**config.mk**
```make
export PLATFORM = sky130hd
export DESIGN_NAME = markup_escape_converter
export DESIGN_NICKNAME = d
export VERILOG_FILES = /design/src/mec_pkg.sv /design/src/mec_classify.sv /design/src/mec_emit.sv /design/src/markup_escape_converter.sv
export SDC_FILE = /design/constraint.sdc
export NUM_CORES = 1
export LEC_CHECK = 0
export BUFFER_PORTS_ARGS = -buffer_cell sky130_fd_sc_hd__buf_2
export CAP_MARGIN = 10
export CORE_UTILIZATION = 50
export CTS_BUF_LIST = sky130_fd_sc_hd__clkbuf_8 sky130_fd_sc_hd__clkbuf_16
export DETAILED_ROUTE_END_ITERATION = 16
export GPL_ROUTABILITY_DRIVEN = 0
export HOLD_SLACK_MARGIN = 0.12
export PLACE_DENSITY_LB_ADDON = 0.1
export REMOVE_ABC_BUFFERS = 1
export SYNTH_ARGS = -nofsm -noshare
export SYNTH_HDL_FRONTEND = slang
export SYNTH_SLANG_ARGS = --single-unit
```
**constraint.sdc**
```tcl
create_clock -name clk -period 2.2 [get_ports clk]
set_clock_uncertainty 0.15 [all_clocks]
set_input_delay 0.11 -clock clk [delete_from_list [all_inputs] [get_ports clk]]
set_output_delay 0.11 -clock clk [all_outputs]
set_load 0.005 [all_outputs]
```
**src/mec_pkg.sv**
```systemverilog
// Shared types, constants and byte-sequence functions for the markup escape converter.
package mec_pkg;

	// Configuration register indexes.
	localparam logic [1:0] CFG_MARKUP_EN   = 2'd0;
	localparam logic [1:0] CFG_TAG_OPEN    = 2'd1;
	localparam logic [1:0] CFG_TAG_CLOSE   = 2'd2;
	localparam logic [1:0] CFG_ENTITY_OPEN = 2'd3;

	// Configuration reset values.
	localparam logic       RST_MARKUP_EN   = 1'b1;
	localparam logic [7:0] RST_TAG_OPEN    = 8'd3;
	localparam logic [7:0] RST_TAG_CLOSE   = 8'd4;
	localparam logic [7:0] RST_ENTITY_OPEN = 8'd5;

	// Character codes.
	localparam logic [7:0] CH_LT   = 8'h3C;
	localparam logic [7:0] CH_GT   = 8'h3E;
	localparam logic [7:0] CH_AMP  = 8'h26;
	localparam logic [7:0] CH_QUOT = 8'h22;
	localparam logic [7:0] CH_SEMI = 8'h3B;
	localparam logic [7:0] CH_L    = 8'h6C;
	localparam logic [7:0] CH_G    = 8'h67;
	localparam logic [7:0] CH_T    = 8'h74;
	localparam logic [7:0] CH_A    = 8'h61;
	localparam logic [7:0] CH_M    = 8'h6D;
	localparam logic [7:0] CH_P    = 8'h70;
	localparam logic [7:0] CH_Q    = 8'h71;
	localparam logic [7:0] CH_U    = 8'h75;
	localparam logic [7:0] CH_O    = 8'h6F;

	typedef struct packed {
		logic [7:0] in_byte;
		logic       end_of_text;
	} in_item_t;

	typedef struct packed {
		logic [7:0] out_byte;
		logic       last_of_run;
	} out_item_t;

	typedef enum logic [2:0] {
		RUN_BYTE = 3'd0,
		RUN_LT   = 3'd1,
		RUN_GT   = 3'd2,
		RUN_AMP  = 3'd3,
		RUN_QUOT = 3'd4
	} run_kind_t;

	// One input's worth of output bytes, described compactly.
	typedef struct packed {
		run_kind_t  kind;
		logic [7:0] value;
	} run_t;

	function automatic logic [2:0] run_len(run_kind_t kind);
		case (kind)
			RUN_LT:   return 3'd4;
			RUN_GT:   return 3'd4;
			RUN_AMP:  return 3'd5;
			RUN_QUOT: return 3'd6;
			default:  return 3'd1;
		endcase
	endfunction

	function automatic logic [7:0] run_char(run_t run, logic [2:0] idx);
		logic [7:0] ch;
		ch = CH_SEMI;
		case (run.kind)
			RUN_LT: begin
				case (idx)
					3'd0:    ch = CH_AMP;
					3'd1:    ch = CH_L;
					3'd2:    ch = CH_T;
					default: ch = CH_SEMI;
				endcase
			end
			RUN_GT: begin
				case (idx)
					3'd0:    ch = CH_AMP;
					3'd1:    ch = CH_G;
					3'd2:    ch = CH_T;
					default: ch = CH_SEMI;
				endcase
			end
			RUN_AMP: begin
				case (idx)
					3'd0:    ch = CH_AMP;
					3'd1:    ch = CH_A;
					3'd2:    ch = CH_M;
					3'd3:    ch = CH_P;
					default: ch = CH_SEMI;
				endcase
			end
			RUN_QUOT: begin
				case (idx)
					3'd0:    ch = CH_AMP;
					3'd1:    ch = CH_Q;
					3'd2:    ch = CH_U;
					3'd3:    ch = CH_O;
					3'd4:    ch = CH_T;
					default: ch = CH_SEMI;
				endcase
			end
			default: ch = run.value;
		endcase
		return ch;
	endfunction

endpackage

```
**src/mec_classify.sv**
```systemverilog
// Configuration registers, tag and entity flags, and the classification stage.
module mec_classify import mec_pkg::*; (
	input  logic       clk,
	input  logic       arst_n,
	input  logic       cfg_valid,
	output logic       cfg_ready,
	input  logic [1:0] cfg_index,
	input  logic [7:0] cfg_data,
	input  logic       in_valid,
	output logic       in_ready,
	input  in_item_t   in_data,
	output logic       run_valid,
	output run_t       run,
	input  logic       run_take
);

	logic       markup_en_q;
	logic [7:0] tag_open_q;
	logic [7:0] tag_close_q;
	logic [7:0] entity_open_q;
	logic       inside_tag_q;
	logic       inside_entity_q;
	logic       valid_s1;
	run_t       run_s1;

	logic       emit;
	run_t       run_d;
	logic       tag_d;
	logic       entity_d;
	logic [7:0] c;
	logic       accept;

	assign cfg_ready = 1'b1;
	assign c         = in_data.in_byte;
	assign in_ready  = !valid_s1 || run_take;
	assign accept    = in_valid && in_ready;

	always_ff @(posedge clk or negedge arst_n) begin
		if (!arst_n) begin
			markup_en_q   <= RST_MARKUP_EN;
			tag_open_q    <= RST_TAG_OPEN;
			tag_close_q   <= RST_TAG_CLOSE;
			entity_open_q <= RST_ENTITY_OPEN;
		end else if (cfg_valid) begin
			case (cfg_index)
				CFG_MARKUP_EN:   markup_en_q   <= cfg_data[0];
				CFG_TAG_OPEN:    tag_open_q    <= cfg_data;
				CFG_TAG_CLOSE:   tag_close_q   <= cfg_data;
				CFG_ENTITY_OPEN: entity_open_q <= cfg_data;
				default:         markup_en_q   <= markup_en_q;
			endcase
		end
	end

	always_comb begin
		emit       = 1'b0;
		run_d.kind = RUN_BYTE;
		run_d.value = c;
		tag_d      = inside_tag_q;
		entity_d   = inside_entity_q;
		if (inside_tag_q) begin
			emit = markup_en_q;
			if (c == tag_close_q) begin
				tag_d       = 1'b0;
				run_d.value = CH_GT;
			end
		end else if (inside_entity_q) begin
			emit = markup_en_q;
			if (c == CH_SEMI) begin
				entity_d = 1'b0;
			end
		end else if (c == tag_open_q) begin
			tag_d       = 1'b1;
			emit        = markup_en_q;
			run_d.value = CH_LT;
		end else if (c == tag_close_q) begin
			emit        = markup_en_q;
			run_d.value = CH_GT;
		end else if (c == entity_open_q) begin
			entity_d    = 1'b1;
			emit        = markup_en_q;
			run_d.value = CH_AMP;
		end else begin
			emit = 1'b1;
			if (markup_en_q) begin
				case (c)
					CH_LT:   run_d.kind = RUN_LT;
					CH_GT:   run_d.kind = RUN_GT;
					CH_AMP:  run_d.kind = RUN_AMP;
					CH_QUOT: run_d.kind = RUN_QUOT;
					default: run_d.kind = RUN_BYTE;
				endcase
			end
		end
		if (in_data.end_of_text) begin
			tag_d    = 1'b0;
			entity_d = 1'b0;
		end
	end

	always_ff @(posedge clk or negedge arst_n) begin
		if (!arst_n) begin
			inside_tag_q    <= 1'b0;
			inside_entity_q <= 1'b0;
			valid_s1        <= 1'b0;
		end else if (accept) begin
			inside_tag_q    <= tag_d;
			inside_entity_q <= entity_d;
			// An input that produces no bytes leaves the stage empty.
			valid_s1        <= emit;
		end else if (run_take) begin
			valid_s1 <= 1'b0;
		end
	end

	always_ff @(posedge clk) begin
		if (accept) begin
			run_s1 <= run_d;
		end
	end

	assign run_valid = valid_s1;
	assign run       = run_s1;

endmodule

```
**src/mec_emit.sv**
```systemverilog
// Output sequencer that plays one run out as a series of bytes.
module mec_emit import mec_pkg::*; (
	input  logic      clk,
	input  logic      arst_n,
	input  logic      run_valid,
	input  run_t      run,
	output logic      run_take,
	output logic      out_valid,
	input  logic      out_ready,
	output out_item_t out_data
);

	logic       valid_s2;
	run_t       run_s2;
	logic [2:0] idx_s2;
	logic       last;

	assign last     = idx_s2 == (run_len(run_s2.kind) - 3'd1);
	assign run_take = !valid_s2 || (out_ready && last);

	always_ff @(posedge clk or negedge arst_n) begin
		if (!arst_n) begin
			valid_s2 <= 1'b0;
			idx_s2   <= 3'd0;
		end else if (run_take) begin
			valid_s2 <= run_valid;
			idx_s2   <= 3'd0;
		end else if (out_ready) begin
			idx_s2 <= idx_s2 + 3'd1;
		end
	end

	always_ff @(posedge clk) begin
		if (run_take) begin
			run_s2 <= run;
		end
	end

	assign out_valid            = valid_s2;
	assign out_data.out_byte    = run_char(run_s2, idx_s2);
	assign out_data.last_of_run = last;

endmodule

```
**src/markup_escape_converter.sv**
```systemverilog
// An accepted input is registered in the classification stage and then in the output sequencer,
// which presents its bytes. Throughput: one input per cycle when each gives one byte and the
// output is not stalled; an escape run holds the output sequencer until its last byte is taken,
// with one input buffered ahead. Inputs that give no bytes leave no entry in either stage.
// Reset clears both flags and both stages and restores the default markup enable and marker codes.
module markup_escape_converter import mec_pkg::*; (
	input  logic       clk,
	input  logic       arst_n,
	input  logic       cfg_valid,
	output logic       cfg_ready,
	input  logic [1:0] cfg_index,
	input  logic [7:0] cfg_data,
	input  logic       in_valid,
	output logic       in_ready,
	input  in_item_t   in_data,
	output logic       out_valid,
	input  logic       out_ready,
	output out_item_t  out_data
);

	logic run_valid;
	run_t run;
	logic run_take;

	mec_classify u_classify (
		.clk       (clk),
		.arst_n    (arst_n),
		.cfg_valid (cfg_valid),
		.cfg_ready (cfg_ready),
		.cfg_index (cfg_index),
		.cfg_data  (cfg_data),
		.in_valid  (in_valid),
		.in_ready  (in_ready),
		.in_data   (in_data),
		.run_valid (run_valid),
		.run       (run),
		.run_take  (run_take)
	);

	mec_emit u_emit (
		.clk       (clk),
		.arst_n    (arst_n),
		.run_valid (run_valid),
		.run       (run),
		.run_take  (run_take),
		.out_valid (out_valid),
		.out_ready (out_ready),
		.out_data  (out_data)
	);

endmodule

```
==> metrics, run 1 <==
CP max stage cell=dfrtp_1; Slew @ Worst Pin=698 ps; Worst R2R Path Depth=9; Post-synth EDFFs=22; Final WS setup=-127 ps; Clock Pin Slew Worst Setup and Hold Paths=110 ps; Core Rows=28; final period utilization=1.06; syn_area_per_cell=10.6 um^2; max cap viols=0; HPWL Detailed=4.87 mm; max_slew headroom=0.535; area grow syn2layout=31.3%; final-report setup violation count=5; YS warnings=0; Synth Flop Type=dfrtp_1; Final min period=2330 ps; Die Area=6550 um^2; # nets final=402; post-synthesis instance area=3120 um^2; R2R setup slack=70 ps; Max Fclk=430 MHz; Required @ worst endpoint=1940 ps; placed instance count=403; Core ar.=5960 um^2; Max clock buf depth=2; Sink Count=54; Starting Density=0.523; crit path launch type=register; R2R Path End=u_emit.run_s2[7]$_DFFE_PP_; Setup Crit Path Kind=reg -> out; pwr dens=980 nW/um^2; Hold Violations, Final=0; Final Slew Violations=0; first drt pass iteration count=4; Synth Register Bits=54; gr usage total=0.232; async set-reset flop share out of synthesis=0.593; outcome=finished with violations; sequential area share after synthesis=0.471; Netlist cell types=58; commonest non-fill, non-tap cell in the layout=buf_2; GR Overflow Total=0; post-route ant nets=0; most frequent cells in the layout=buf_2, buf_4, mux2_2, xor2_1, dfrtp_1; routed length per placed instance=16.3 um; Die X=81.0 um; Post-Layout Cell Count=449; worst path cell trace=inv_2, ha_4, or2_4, o21ai_4, nand4_1, a32oi_2, o21ai_1, nand2_1, buf_2; cell count after synthesis=295; largest net degree at the start of global routing=33; DRC viols=0; CP peak stage delay=390 ps; CTS Buf Count=5; CTS root buffer=clkbuf_8; Die Height=81.0 um; end point of the critical path=out_data[1]; Port-buffer cells=34; global-route wire length before repair=11.4 mm; peak supply drop=620 uV; CP Capture Type=output port; # diodes=0; worst hold stages=3; pre-CTS WS=111 ps; antenna violations before repair=0; Leak Pwr=1.67 nW; power after layout=0.00401 W; Hold WC Path Type=in -> reg; vias in the first global route=2383; Via Count=2541; layout cells sized above 1=0.385; Iteration-0 DRC Markers=128; Critical Path Source=u_emit.idx_s2[0]$_DFFE_PN0P_; worst r2r src=u_emit.run_s2[9]$_DFFE_PP_; Worst EP arrival=2070 ps; RSZ-0062 raised after global routing=yes; I/O Pins=36; CTS tree=done; Worst Path Max Fanout=4; H-tree levels=2; Filler Cell Count=463; WL final=7.31 mm; Worst-Skew Late Latency=320 ps; failing checks=setup timing; vias per cell=5.66
## final cells by class
cell class	count	area (um^2)	share of cell area
Multi-Input combinational cell	209	1690	0.412
Tap cell	75	93.8	0.0229
Timing Repair Buffer	91	696	0.170
Inverter	12	47.5	0.0116
Clock buffer	5	68.8	0.0168
Sequential cell	54	1470	0.360
Clock inverter	3	28.8	0.00703
## flip-flops by register name, summed over array words and instances (netlist names)
name	cells
u_classify.entity_open_q	8
u_classify.run	11
u_classify.tag_open_q	8
u_emit.run_s2	11
u_classify.markup_en_q	1
u_classify.run_valid	1
u_emit.idx_s2	3
u_classify.inside_entity_q	1
u_emit.out_valid	1
u_classify.inside_tag_q	1
u_classify.tag_close_q	8
## metal layers
layer  wire [um]  global-route usage  vias up
met1        2930               0.265     1248
met5           0                   0        -
met3         214              0.0326       16
li1            -                   -     1216
met4         228               0.123        0
met2        3940               0.417       61
## worst max-delay path: cells and delay by family, from the launching register on
family                     cells  cell delay (ps)
AOI/OAI and AO/OA              3              490
buffers and inverters          2              200
DFF                            1              390
and+or+nand+nor                3              490
adders and majority gates      1              170
## cells by family (layout without fill, tap and decap cells)
kind of cell	after synthesis	after routing	share of synthesized area
compound gates	59	59	0.131
mux	27	27	0.0971
fa+ha+maj	5	5	0.0201
flops	54	54	0.471
simple gates	91	91	0.159
buf+inv	32	111	0.0470
xor+xnor	26	26	0.0731
other cells	1	1	0.00120
## worst min path at each step
stage / start / slack (ps) / endpoint
global route: cfg_valid / 150 / u_classify.markup_en_q$_DFFE_PN1P_
global placement: arst_n / 50 / u_classify.tag_open_q[6]$_DFFE_PN0P_
detailed placement: arst_n / 40 / u_classify.tag_open_q[7]$_DFFE_PN0P_
finish: cfg_valid / 130 / u_classify.markup_en_q$_DFFE_PN1P_
CTS: cfg_valid / 140 / u_classify.markup_en_q$_DFFE_PN1P_
floorplan: arst_n / -340 / u_classify.entity_open_q[1]$_DFFE_PN0P_
## through the flow
step | util | hold WS [ps] | instance area, um^2 | setup TNS [ps]
after CTS | 0.661 | 138 | 3930 | -409
final | 0.687 | 135 | 4090 | -334
after global placement | 0.579 | 52.0 | 3450 | 0
after global routing | 0.687 | 148 | 4090 | -1050
after detailed placement | 0.579 | 44.1 | 3450 | 0
after floorplan | - | -336 | 3020 | -1660
## timing repair
action / in CTS / in global routing
pin swaps: 17 / 10
hold buffers: 22 / 0
setup endpoints to repair: 6 / 42
hold endpoints to repair: 72 / 0
gates resized for setup: 20 / 23
setup buffers: 10 / 6
## synth_stat cells (all sizes together), types with 6 or more instances
cell type	n	area, um^2
clkbuf	8	30.0
dfrtp	26	651
dfstp	6	158
and2	6	37.5
xor2	25	219
nand3	9	45.0
nor4	10	68.8
inv	11	41.3
nor2	19	87.6
nand2	18	67.6
a31oi	7	43.8
mux2	26	293
buf	12	71.3
o21ai	17	85.1
edfxtp	22	661
## where the power goes
group	internal, W	leakage [nW]	switching [W]
clock	0.000239	0.0506	0.000366
sequential	0.00129	0.571	0.000154
combinational	0.000977	1.04	0.000987
total	0.00250	1.67	0.00151
(Power assumes the default switching activity.)
==> run 2, diff against run 1 <==
- SKIP_CTS_REPAIR_TIMING: default -> 1
==> metrics, run 2 (synthesis gave the netlist of run 1 again) <==
Final WS setup=-149 ps; vias in the first global route=2212; Comb power frac=0.459; antenna violations before repair=0; Worst Path Max Fanout=4; failing checks=setup timing; Iteration-0 DRC Markers=91; outcome=finished with violations; Worst EP arrival=2090 ps; max_slew headroom=0.525; Core Util, Final=0.655; CTS Buf Count=5; post-route ant nets=0; sequential power share=0.383; routed length per placed instance=15.6 um; Sink Count=54; Hold WC Path Type=in -> reg; pwr dens=961 nW/um^2; Final min period=2350 ps; Worst Hold End=u_classify.run[9]$_SDFFCE_PP0P_; peak supply drop=617 uV; Clock Pin Slew Worst Setup and Hold Paths=100 ps; commonest non-fill, non-tap cell in the layout=buf_2; Max clock buf depth=2; Internal=0.00237 W; largest net degree at the start of global routing=33; Via Count=2463; CTS root buffer=clkbuf_8; first drt pass iteration count=4; gr usage total=0.210; Slew @ Worst Pin=712 ps; final period utilization=1.07; max cap viols=0; I/O Pins=36; most frequent cells in the layout=buf_2, mux2_2, dfrtp_1, xor2_1; Required @ worst endpoint=1940 ps; CTS tree=done; global-route wire length before repair=10.4 mm; crit path launch type=register; H-tree levels=2; HPWL Detailed=4.87 mm; WHS=113 ps; Port-buffer cells=34; # diodes=0; Setup Crit Path Kind=reg -> out; RSZ-0062 raised after global routing=yes; worst r2r src=u_emit.run_s2[9]$_DFFE_PP_; Core Rows=28; Switch Pwr=0.00138 W; R2R setup slack=90 ps; vias per cell=5.64; final-report setup violation count=4; # nets final=390; Worst-Skew Late Latency=320 ps; R2R Path End=u_emit.run_s2[6]$_DFFE_PP_; Hold Violations, Final=0; Starting Density=0.523; Max Fclk=426 MHz; Multi-input gate area=1610 um^2; area grow syn2layout=25.2%; Hold Crit Start=in_data[3]; DRC viols=0; sw frac=0.368; Leak Pwr=1.59 nW; WL final=6.81 mm; CP Capture Type=output port; Register Area=1470 um^2; Worst R2R Path Depth=8; Critical Path Source=u_emit.idx_s2[1]$_DFFE_PN0P_; Filler Cell Count=489; Die Area=6550 um^2; clock power share=0.158; Die X=81.0 um; layout cells sized above 1=0.337; Final Slew Violations=0; Die Height=81.0 um; worst hold stages=3; GR Overflow Total=0; Core ar.=5960 um^2
-- run 2: power by group through the flow --
stage	Clock (W)	Sequential [W]	Combinational [W]
2_1_floorplan	0	0.00147	0.000854
3_3_place_gp	0	0.00144	0.00144
3_5_place_dp	0	0.00145	0.00146
4_1_cts	0.000610	0.00143	0.00147
5_1_grt	0.000650	0.00146	0.00188
6_report	0.000594	0.00143	0.00172
-- run 2: how the worst max path moves through the flow --
stage,end,slack (ps),depth (start not counted)
global route,out_data[4],-250,9
floorplan,u_emit.run_s2[0]$_DFFE_PP_,-150,6
detailed placement,u_emit.run_s2[7]$_DFFE_PP_,110,7
global placement,u_emit.run_s2[7]$_DFFE_PP_,130,7
finish,out_data[4],-150,9
CTS,out_data[4],-230,9
-- run 2: critical path: stages, from the launching register on --
cell and delay [ps]:
dfrtp_1 420, inv_2 100, ha_4 170, or2_4 240, o21ai_4 200, a31oi_2 110
and2_1 150, o21ai_1 120, o311a_1 160, buf_2 100
-- run 2: per-stage QoR --
step / total power [W] / instance area [um^2] / cells / setup WS [ps] / TNS, ps
2_1_floorplan: 0.00232 / 3020 / 275 / -151 / -1660
3_3_place_gp: 0.00289 / 3450 / 403 / 132 / 0
3_5_place_dp: 0.00292 / 3450 / 403 / 111 / 0
4_1_cts: 0.00351 / 3540 / 411 / -231 / -730
5_1_grt: 0.00399 / 3900 / 437 / -250 / -1140
6_report: 0.00375 / 3900 / 437 / -149 / -425
-- run 2: area by class of cell --
cell class / instances / share of cell area
Clock inverter: 3 / 0.00737
Clock buffer: 5 / 0.0176
Tap cell: 75 / 0.0240
Multi-Input combinational cell: 209 / 0.412
Sequential cell: 54 / 0.377
Inverter: 12 / 0.0115
Timing Repair Buffer: 79 / 0.151
-- run 2: metal layers --
metal	vias to the layer above	share of wire	global-route usage
li1	1188	-	-
met1	1205	0.41	0.238
met2	56	0.54	0.387
met3	14	0.029	0.0281
met4	0	0.025	0.0982
met5	-	0	0
